[src/rtl/core/imufp_pkg.sv]
// Shared types and constants for the IMU frame parser.
// Used by imufp_scale, imu_frame_parser_top and imufp_chk.
`default_nettype none

package imufp_pkg;

  localparam int unsigned FrameLen   = 11;
  localparam int unsigned StoreLen   = 10;
  localparam int unsigned PosW       = 4;
  localparam int unsigned RawW       = 16;
  localparam int unsigned ValueW     = 19;
  localparam int unsigned MulW       = 12;
  localparam int unsigned ShiftW     = 4;
  localparam int unsigned ProdW      = 29;
  localparam int unsigned InDataW    = 8;
  localparam int unsigned InUserW    = 1;
  localparam int unsigned OutDataW   = 80;
  localparam int unsigned OutUserW   = 2;

  localparam logic [7:0] HeaderByte = 8'h55;
  localparam logic [7:0] TypeAccel  = 8'h51;
  localparam logic [7:0] TypeRate   = 8'h52;
  localparam logic [7:0] TypeAngle  = 8'h53;

  localparam logic [PosW-1:0] LastPos = 4'd10;

  typedef enum logic [1:0] {
    KIND_ACCEL = 2'd0,
    KIND_RATE  = 2'd1,
    KIND_ANGLE = 2'd2
  } kind_e;

  // Decoded frame waiting for scaling
  typedef struct packed {
    kind_e                  kind;
    logic signed [RawW-1:0] raw_x;
    logic signed [RawW-1:0] raw_y;
    logic signed [RawW-1:0] raw_z;
    logic signed [RawW-1:0] extra;
  } frame_t;

  // Scale factor numerator per kind
  function automatic logic [MulW-1:0] kind_mul(kind_e kind);
    logic [MulW-1:0] m;
    case (kind)
      KIND_ACCEL: m = 12'd125;
      KIND_RATE:  m = 12'd3125;
      KIND_ANGLE: m = 12'd1125;
      default:    m = '0;
    endcase
    return m;
  endfunction

  // Scale factor denominator per kind, as a shift count
  function automatic logic [ShiftW-1:0] kind_shift(kind_e kind);
    logic [ShiftW-1:0] s;
    case (kind)
      KIND_ACCEL: s = 4'd8;
      KIND_RATE:  s = 4'd9;
      KIND_ANGLE: s = 4'd11;
      default:    s = '0;
    endcase
    return s;
  endfunction

endpackage

`default_nettype wire

[src/rtl/core/imufp_cell.sv]
// One byte cell of the frame shift chain.
// Depends on nothing; chained by imu_frame_parser_top.
`default_nettype none

module imufp_cell (
  input  wire logic       clk_i,
  input  wire logic       shift_i,
  input  wire logic [7:0] data_i,
  output logic      [7:0] data_o
);

  logic [7:0] byte_q, byte_d;

  always_comb begin
    byte_d = shift_i ? data_i : byte_q;
  end

  always_ff @(posedge clk_i) begin
    byte_q <= byte_d;
  end

  assign data_o = byte_q;

endmodule

`default_nettype wire

[src/rtl/core/imufp_scale.sv]
// Scales one raw axis word to fixed point, truncating toward zero.
// Depends on imufp_pkg.
`default_nettype none

module imufp_scale (
  input  wire imufp_pkg::kind_e                   kind_i,
  input  wire logic signed [imufp_pkg::RawW-1:0]  raw_i,
  output logic signed [imufp_pkg::ValueW-1:0]     value_o
);

  logic [imufp_pkg::MulW-1:0]          mul;
  logic [imufp_pkg::ShiftW-1:0]        sh;
  logic signed [imufp_pkg::ProdW-1:0]  prod;
  logic [imufp_pkg::ProdW-1:0]         bias;
  logic signed [imufp_pkg::ProdW-1:0]  biased;
  logic signed [imufp_pkg::ProdW-1:0]  shifted;

  always_comb begin
    mul  = imufp_pkg::kind_mul(kind_i);
    sh   = imufp_pkg::kind_shift(kind_i);
    prod = $signed({{(imufp_pkg::ProdW-imufp_pkg::RawW){raw_i[imufp_pkg::RawW-1]}}, raw_i})
         * $signed({{(imufp_pkg::ProdW-imufp_pkg::MulW){1'b0}}, mul});
    // round negative products up so the shift truncates toward zero
    bias    = prod[imufp_pkg::ProdW-1] ? ((29'd1 << sh) - 29'd1) : '0;
    biased  = prod + $signed(bias);
    shifted = biased >>> sh;
    value_o = shifted[imufp_pkg::ValueW-1:0];
  end

endmodule

`default_nettype wire

[src/rtl/core/imu_frame_parser_top.sv]
// Top level of the IMU 11-byte serial frame parser.
// Depends on imufp_pkg, imufp_cell and imufp_scale.
`default_nettype none

// Takes one serial byte per word on the slave side; tuser flags the first byte of a
// burst, which restarts frame alignment. Bytes shift through a chain of ten byte cells
// while a running 8-bit sum follows them; the eleventh byte is compared with the sum
// and, together with header and type checks, decides whether the frame yields a result.
// A byte is taken every cycle unless the slave side stalls. A good frame's result is
// registered first in the decode register after its checksum byte, then passes through
// the constant multiply into the output register. The slave side stalls only while both
// registers hold a frame and the master side is not ready.
module imu_frame_parser_top (
  input  wire logic                           clk_i,
  input  wire logic                           rst_ni,
  input  wire logic                           s_axis_tvalid_i,
  output logic                                s_axis_tready_o,
  input  wire logic [imufp_pkg::InDataW-1:0]  s_axis_tdata_i,   // [7:0] rx_byte
  input  wire logic [imufp_pkg::InUserW-1:0]  s_axis_tuser_i,   // [0] burst_start
  output logic                                m_axis_tvalid_o,
  input  wire logic                           m_axis_tready_i,
  output logic [imufp_pkg::OutDataW-1:0]      m_axis_tdata_o,   // [18:0] value_x,
                                                                // [37:19] value_y,
                                                                // [56:38] value_z,
                                                                // [72:57] extra_word
  output logic [imufp_pkg::OutUserW-1:0]      m_axis_tuser_o    // [1:0] frame_kind
);

  logic                         in_acc;
  logic [7:0]                   rx_byte;
  logic                         burst;
  logic [imufp_pkg::PosW-1:0]   pos_q, pos_d, pos_eff;
  logic [7:0]                   sum_q, sum_d, sum_eff;
  logic                         at_check;
  logic                         shift;
  logic [7:0]                   chain [imufp_pkg::StoreLen];

  logic                         type_ok;
  imufp_pkg::kind_e             kind;
  logic                         frame_ok;

  logic                         s1_valid_q, s1_valid_d;
  imufp_pkg::frame_t            s1_q, s1_d;
  logic                         s1_move;

  logic                                    out_valid_q, out_valid_d;
  logic signed [imufp_pkg::ValueW-1:0]     vx, vy, vz;
  logic [imufp_pkg::OutDataW-1:0]          odata_q, odata_d;
  logic [imufp_pkg::OutUserW-1:0]          ouser_q, ouser_d;

  assign rx_byte = s_axis_tdata_i;
  assign burst   = s_axis_tuser_i[0];

  assign s1_move         = !out_valid_q || m_axis_tready_i;
  assign s_axis_tready_o = !s1_valid_q || s1_move;
  assign in_acc          = s_axis_tvalid_i && s_axis_tready_o;

  // Position and sum restart on a burst start
  always_comb begin
    pos_eff  = burst ? '0 : pos_q;
    sum_eff  = burst ? '0 : sum_q;
    at_check = (pos_eff == imufp_pkg::LastPos);
    shift    = in_acc && !at_check;
    pos_d    = pos_q;
    sum_d    = sum_q;
    if (in_acc) begin
      if (at_check) begin
        pos_d = '0;
        sum_d = '0;
      end else begin
        pos_d = pos_eff + 4'd1;
        sum_d = sum_eff + rx_byte;
      end
    end
  end

  always_ff @(posedge clk_i or negedge rst_ni) begin
    if (!rst_ni) begin
      pos_q <= '0;
      sum_q <= '0;
    end else begin
      pos_q <= pos_d;
      sum_q <= sum_d;
    end
  end

  // Byte chain: newest byte in cell 0, frame byte k ends up in cell 9-k
  for (genvar i = 0; i < imufp_pkg::StoreLen; i++) begin : g_cell
    if (i == 0) begin : g_head
      imufp_cell u_cell (
        .clk_i  (clk_i),
        .shift_i(shift),
        .data_i (rx_byte),
        .data_o (chain[i])
      );
    end else begin : g_body
      imufp_cell u_cell (
        .clk_i  (clk_i),
        .shift_i(shift),
        .data_i (chain[i-1]),
        .data_o (chain[i])
      );
    end
  end

  always_comb begin
    type_ok = 1'b1;
    kind    = imufp_pkg::KIND_ACCEL;
    case (chain[8])
      imufp_pkg::TypeAccel: kind = imufp_pkg::KIND_ACCEL;
      imufp_pkg::TypeRate:  kind = imufp_pkg::KIND_RATE;
      imufp_pkg::TypeAngle: kind = imufp_pkg::KIND_ANGLE;
      default:              type_ok = 1'b0;
    endcase
    frame_ok = in_acc && at_check && type_ok &&
               (chain[9] == imufp_pkg::HeaderByte) && (sum_eff == rx_byte);
  end

  always_comb begin
    s1_d.kind  = kind;
    s1_d.raw_x = {chain[6], chain[7]};
    s1_d.raw_y = {chain[4], chain[5]};
    s1_d.raw_z = {chain[2], chain[3]};
    s1_d.extra = (kind == imufp_pkg::KIND_RATE) ? '0 : {chain[0], chain[1]};
    if (frame_ok) begin
      s1_valid_d = 1'b1;
    end else if (s1_move) begin
      s1_valid_d = 1'b0;
    end else begin
      s1_valid_d = s1_valid_q;
    end
  end

  always_ff @(posedge clk_i or negedge rst_ni) begin
    if (!rst_ni) begin
      s1_valid_q <= 1'b0;
    end else begin
      s1_valid_q <= s1_valid_d;
    end
  end

  always_ff @(posedge clk_i) begin
    if (frame_ok) begin
      s1_q <= s1_d;
    end
  end

  imufp_scale u_scale_x (.kind_i(s1_q.kind), .raw_i(s1_q.raw_x), .value_o(vx));
  imufp_scale u_scale_y (.kind_i(s1_q.kind), .raw_i(s1_q.raw_y), .value_o(vy));
  imufp_scale u_scale_z (.kind_i(s1_q.kind), .raw_i(s1_q.raw_z), .value_o(vz));

  always_comb begin
    odata_d     = {7'd0, s1_q.extra, vz, vy, vx};
    ouser_d     = s1_q.kind;
    out_valid_d = s1_move ? s1_valid_q : out_valid_q;
  end

  always_ff @(posedge clk_i or negedge rst_ni) begin
    if (!rst_ni) begin
      out_valid_q <= 1'b0;
    end else begin
      out_valid_q <= out_valid_d;
    end
  end

  always_ff @(posedge clk_i) begin
    if (s1_move && s1_valid_q) begin
      odata_q <= odata_d;
      ouser_q <= ouser_d;
    end
  end

  assign m_axis_tvalid_o = out_valid_q;
  assign m_axis_tdata_o  = odata_q;
  assign m_axis_tuser_o  = ouser_q;

endmodule

`default_nettype wire

[config.mk]
export PLATFORM = sky130hd
export DESIGN_NAME = imu_frame_parser_top
export DESIGN_NICKNAME = d
export VERILOG_FILES = /design/src/rtl/core/imufp_pkg.sv /design/src/rtl/core/imufp_cell.sv /design/src/rtl/core/imufp_scale.sv /design/src/rtl/core/imu_frame_parser_top.sv
export SDC_FILE = /design/constraint.sdc
export NUM_CORES = 1
export LEC_CHECK = 0
export BUFFER_PORTS_ARGS = -buffer_cell sky130_fd_sc_hd__buf_2
export CAP_MARGIN = 0
export CORE_MARGIN = 2
export CORE_UTILIZATION = 69
export DETAILED_ROUTE_END_ITERATION = 8
export HOLD_SLACK_MARGIN = 0.05
export PLACE_DENSITY = 0.86
export SYNTH_ARGS = -nofsm -noshare
export SYNTH_HDL_FRONTEND = slang
export SYNTH_SLANG_ARGS = --single-unit
[constraint.sdc]
create_clock -name clk_i -period 28.8 [get_ports clk_i]
set_input_delay 5.76 -clock clk_i [delete_from_list [all_inputs] [get_ports clk_i]]
set_output_delay 5.76 -clock clk_i [all_outputs]
set_load 0.005 [all_outputs]
==> reports/summary.txt <==
Crit path max fanout: 4
Commonest non-fill, non-tap cell in the layout: inv_1
CP bufs+invs: 2
RSZ-0062 raised after global routing: no
Internal Pwr Total: 0.000568 W
Gate power share: 7.2%
Total wire length: 76,000 um
Worst slew margin: 25.1%
First-pass GRT wire length: 123,000 um
Worst-Margin Slew: 1.12 ns
Seq pwr share: 53.8%
Antenna cells: 0
CTS tree: built
CTS-repair resized insts: 0
Maximum vdd drop: 0.0612 mV
Inserted Clock Buffers: 23
PwrDens: 21.7 mW/mm^2
Hold_buf cts: 0
DRT iter0 DRCs: 2,495
# clock sinks: 235
Total global-route track usage: 31.8%
Sw Ratio: 23.4%
Prevailing post-synth register cell: edfxtp_1
Die Y: 221 um
Post-DR wirelength/cell: 18.2 um
DRT antenna net count: 0
Switching power: 0.000173 W
Cell Count, Final, Fillers Out: 4,169
Routed vias: 24.9k
Crit path max-delay cell type: nand3b_1
Ys async rst share: 5.96%
Rows: 79
Final worst-path cycle share: 41.6%
GRT Residual Overflow: 0
Netlist cell types: 103
Reg clk slew, reported paths: 0.06 ns
Startpoint types: input pin
Yosys top cell area share: 20.5%
Post-route cell area: 0.0341 mm^2
Skew final: 0.0201 ns
Power, Total: 0.000741 W
Post-Syn Instances: 3,488
# placed instances: 4,128
TNS Setup: 0 ns
Die area: 0.0486 mm^2
Worst-skew pair later-pin latency: 0.55 ns
Worst EP arrival: 6.22 ns
Die Wd: 221 um
Clock Tree Root: clkbuf_16
Io pins: 97
YS warnings: 0
Filler Cells Inserted: 3,287
CP Class: in -> out
Syn Area/Cell: 9.27 um^2
Nets: 4,275
Post-route DRC: 0
Layout cell share with drive strength beyond 1: 6.29%
CTS max path bufs: 3
CP top delay family: buffers and inverters
Final Max Tran Viols: 0
Initial antenna violation count: 2
Vias in the first global route: 24.1k
Pin count of the biggest net entering global routing: 100
Dpl cell area: 0.0334 mm^2
CP dominant cell by count: buf_2
Worst Setup End Kind: output port
DR pass1 iterations: 7
Port buffer count: 89
Register area share after synthesis: 21.6%
F_max: 0.0835 GHz
GPL Wtd Cong: 0.944
P&R area growth vs syn: 5.46%
Leakage: 17.7 nW
Initial Util: 69.6%
Hold Path Class: reg -> reg
Clk network pwr share: 39.0%
Yosys reg bits: 235
Crit-path cells: buf_2 -> nand3b_1 -> buf_2
Synth area leader: edfxtp_1
Slowest stage delay, CP: 0.20 ns
Core area: 0.0465 mm^2
Outcome: complete, no violations
Max cap viols: 0
Most used cells in the layout excluding fill and tap cells: inv_1, ha_1, fa_1, nand2_1, edfxtp_1
Max H-tree Level: 1
Min Tclk post-route: 11.98 ns
Synth top area cells: edfxtp_1, fa_1, ha_1
Worst Path Required: 23.04 ns
Final setup fails: 0
Final Hold Fails: 0
Number of flops mapped to enable cells by yosys: 221
Final HPWL DP: 60,200 um
Post-Synthesis Cell Area: 0.0323 mm^2
Setup bufs post-CTS: 0
Via/cell ratio: 5.97
[flip-flops by register name, indices dropped and copies added, names as in the netlist]
register,flops
g_cell.g_head.u_cell.data_o,8
m_axis_tvalid_o,1
m_axis_tdata_o,73
s1_q,48
m_axis_tuser_o,2
odata_d,16
ouser_d,2
pos_q,4
sum_q,8
s1_valid_q,1
g_cell.g_body.u_cell.data_o,72
[cells in the mapped netlist (all sizes together), types with 6 or more instances]
library cell,number
a2111oi,6
a211o,13
a211oi,31
a21boi,7
a21o,74
a21oi,167
a221oi,17
a22o,9
a22oi,8
a31o,8
a31oi,14
and2,178
and3,32
and4,6
buf,25
clkbuf,80
dfrtp,14
edfxtp,221
fa,310
ha,406
inv,706
mux2,26
mux2i,54
nand2,262
nand2b,20
nand3,33
nand3b,7
nand4,12
nor2,166
nor2b,45
nor3,39
nor3b,8
nor4,9
o211ai,21
o21a,15
o21ai,106
o21bai,27
o221ai,9
o22ai,9
o31ai,9
or2,8
or3,14
xnor2,103
xor2,59
[final timing paths]
path	from	slack, ns	depth (start not counted)	endpoint
setup / recovery	m_axis_tready_i	16.82	3	s_axis_tready_o
hold / removal	odata_d[71]$_SDFFCE_PN0P_	0.42	0	m_axis_tdata_o[71]$_DFFE_PP_
max in group asynchronous	rst_ni	23.43	1	sum_q[4]$_DFFE_PN0P_
hold reg to reg	odata_d[71]$_SDFFCE_PN0P_	0.42	0	m_axis_tdata_o[71]$_DFFE_PP_
min in group asynchronous	rst_ni	5.11	1	sum_q[3]$_DFFE_PN0P_
setup reg to reg	ouser_d[1]$_DFFE_PP_	17.85	37	m_axis_tdata_o[50]$_DFFE_PP_
[cells by family after synthesis]
| logic type | synth area share, % |
|---|---|
| compound gates | 13.0 |
| xor+xnor | 4.58 |
| fa+ha+maj | 35.0 |
| buf+inv | 9.53 |
| flops | 21.6 |
| mux | 2.96 |
| other cells | 0.0116 |
| simple gates | 13.3 |
[per-stage QoR]
stage | worst slack [ns] | hold WS, ns | utilization, %
finish | 16.82 | 0.415 | 73.4
global route | 16.79 | 0.418 | 73.4
CTS | 16.81 | 0.418 | 73.4
detailed placement | 16.81 | 0.406 | 71.9
global placement | 16.84 | 0.401 | 71.9
floorplan | 17.09 | 0.400 | -
[per-layer routing]
layer	routed length [um]	up-vias	GRT usage, %
li1	-	11700	-
met1	31800	11800	43.7
met2	34700	1117	51.1
met3	6440	249	5.57
met4	3090	4	11.1
met5	23	-	0
[area by class of cell]
cell class	count	area [um^2]	share of cell area, %
multi-input cells	2474	22400	65.8
well taps	607	759	2.23
clock inverters	13	108	0.315
flip-flops and latches	235	6990	20.5
clock buffers	28	594	1.74
repair buffers	106	573	1.68
inverters	706	2650	7.77
[power by group through the flow]
stage | Clock (W) | Sequential, W | Combinational, W
6_report | 0.000289 | 0.000399 | 0.0000534
5_1_grt | 0.000302 | 0.000400 | 0.0000589
4_1_cts | 0.000292 | 0.000398 | 0.0000523
3_5_place_dp | 0 | 0.000405 | 0.0000512
3_3_place_gp | 0 | 0.000404 | 0.0000495
2_1_floorplan | 0 | 0.000401 | 0.0000409
[worst reg2reg max path: cells and delay by family (launching register included)]
family / cells / cell delay [ns]
flops: 1 / 0.59
fa+ha+maj: 8 / 3.50
buf+inv: 9 / 1.61
compound gates: 14 / 3.40
xor+xnor: 1 / 0.26
simple gates: 5 / 1.33
Power figures use the tool's default switching activity.
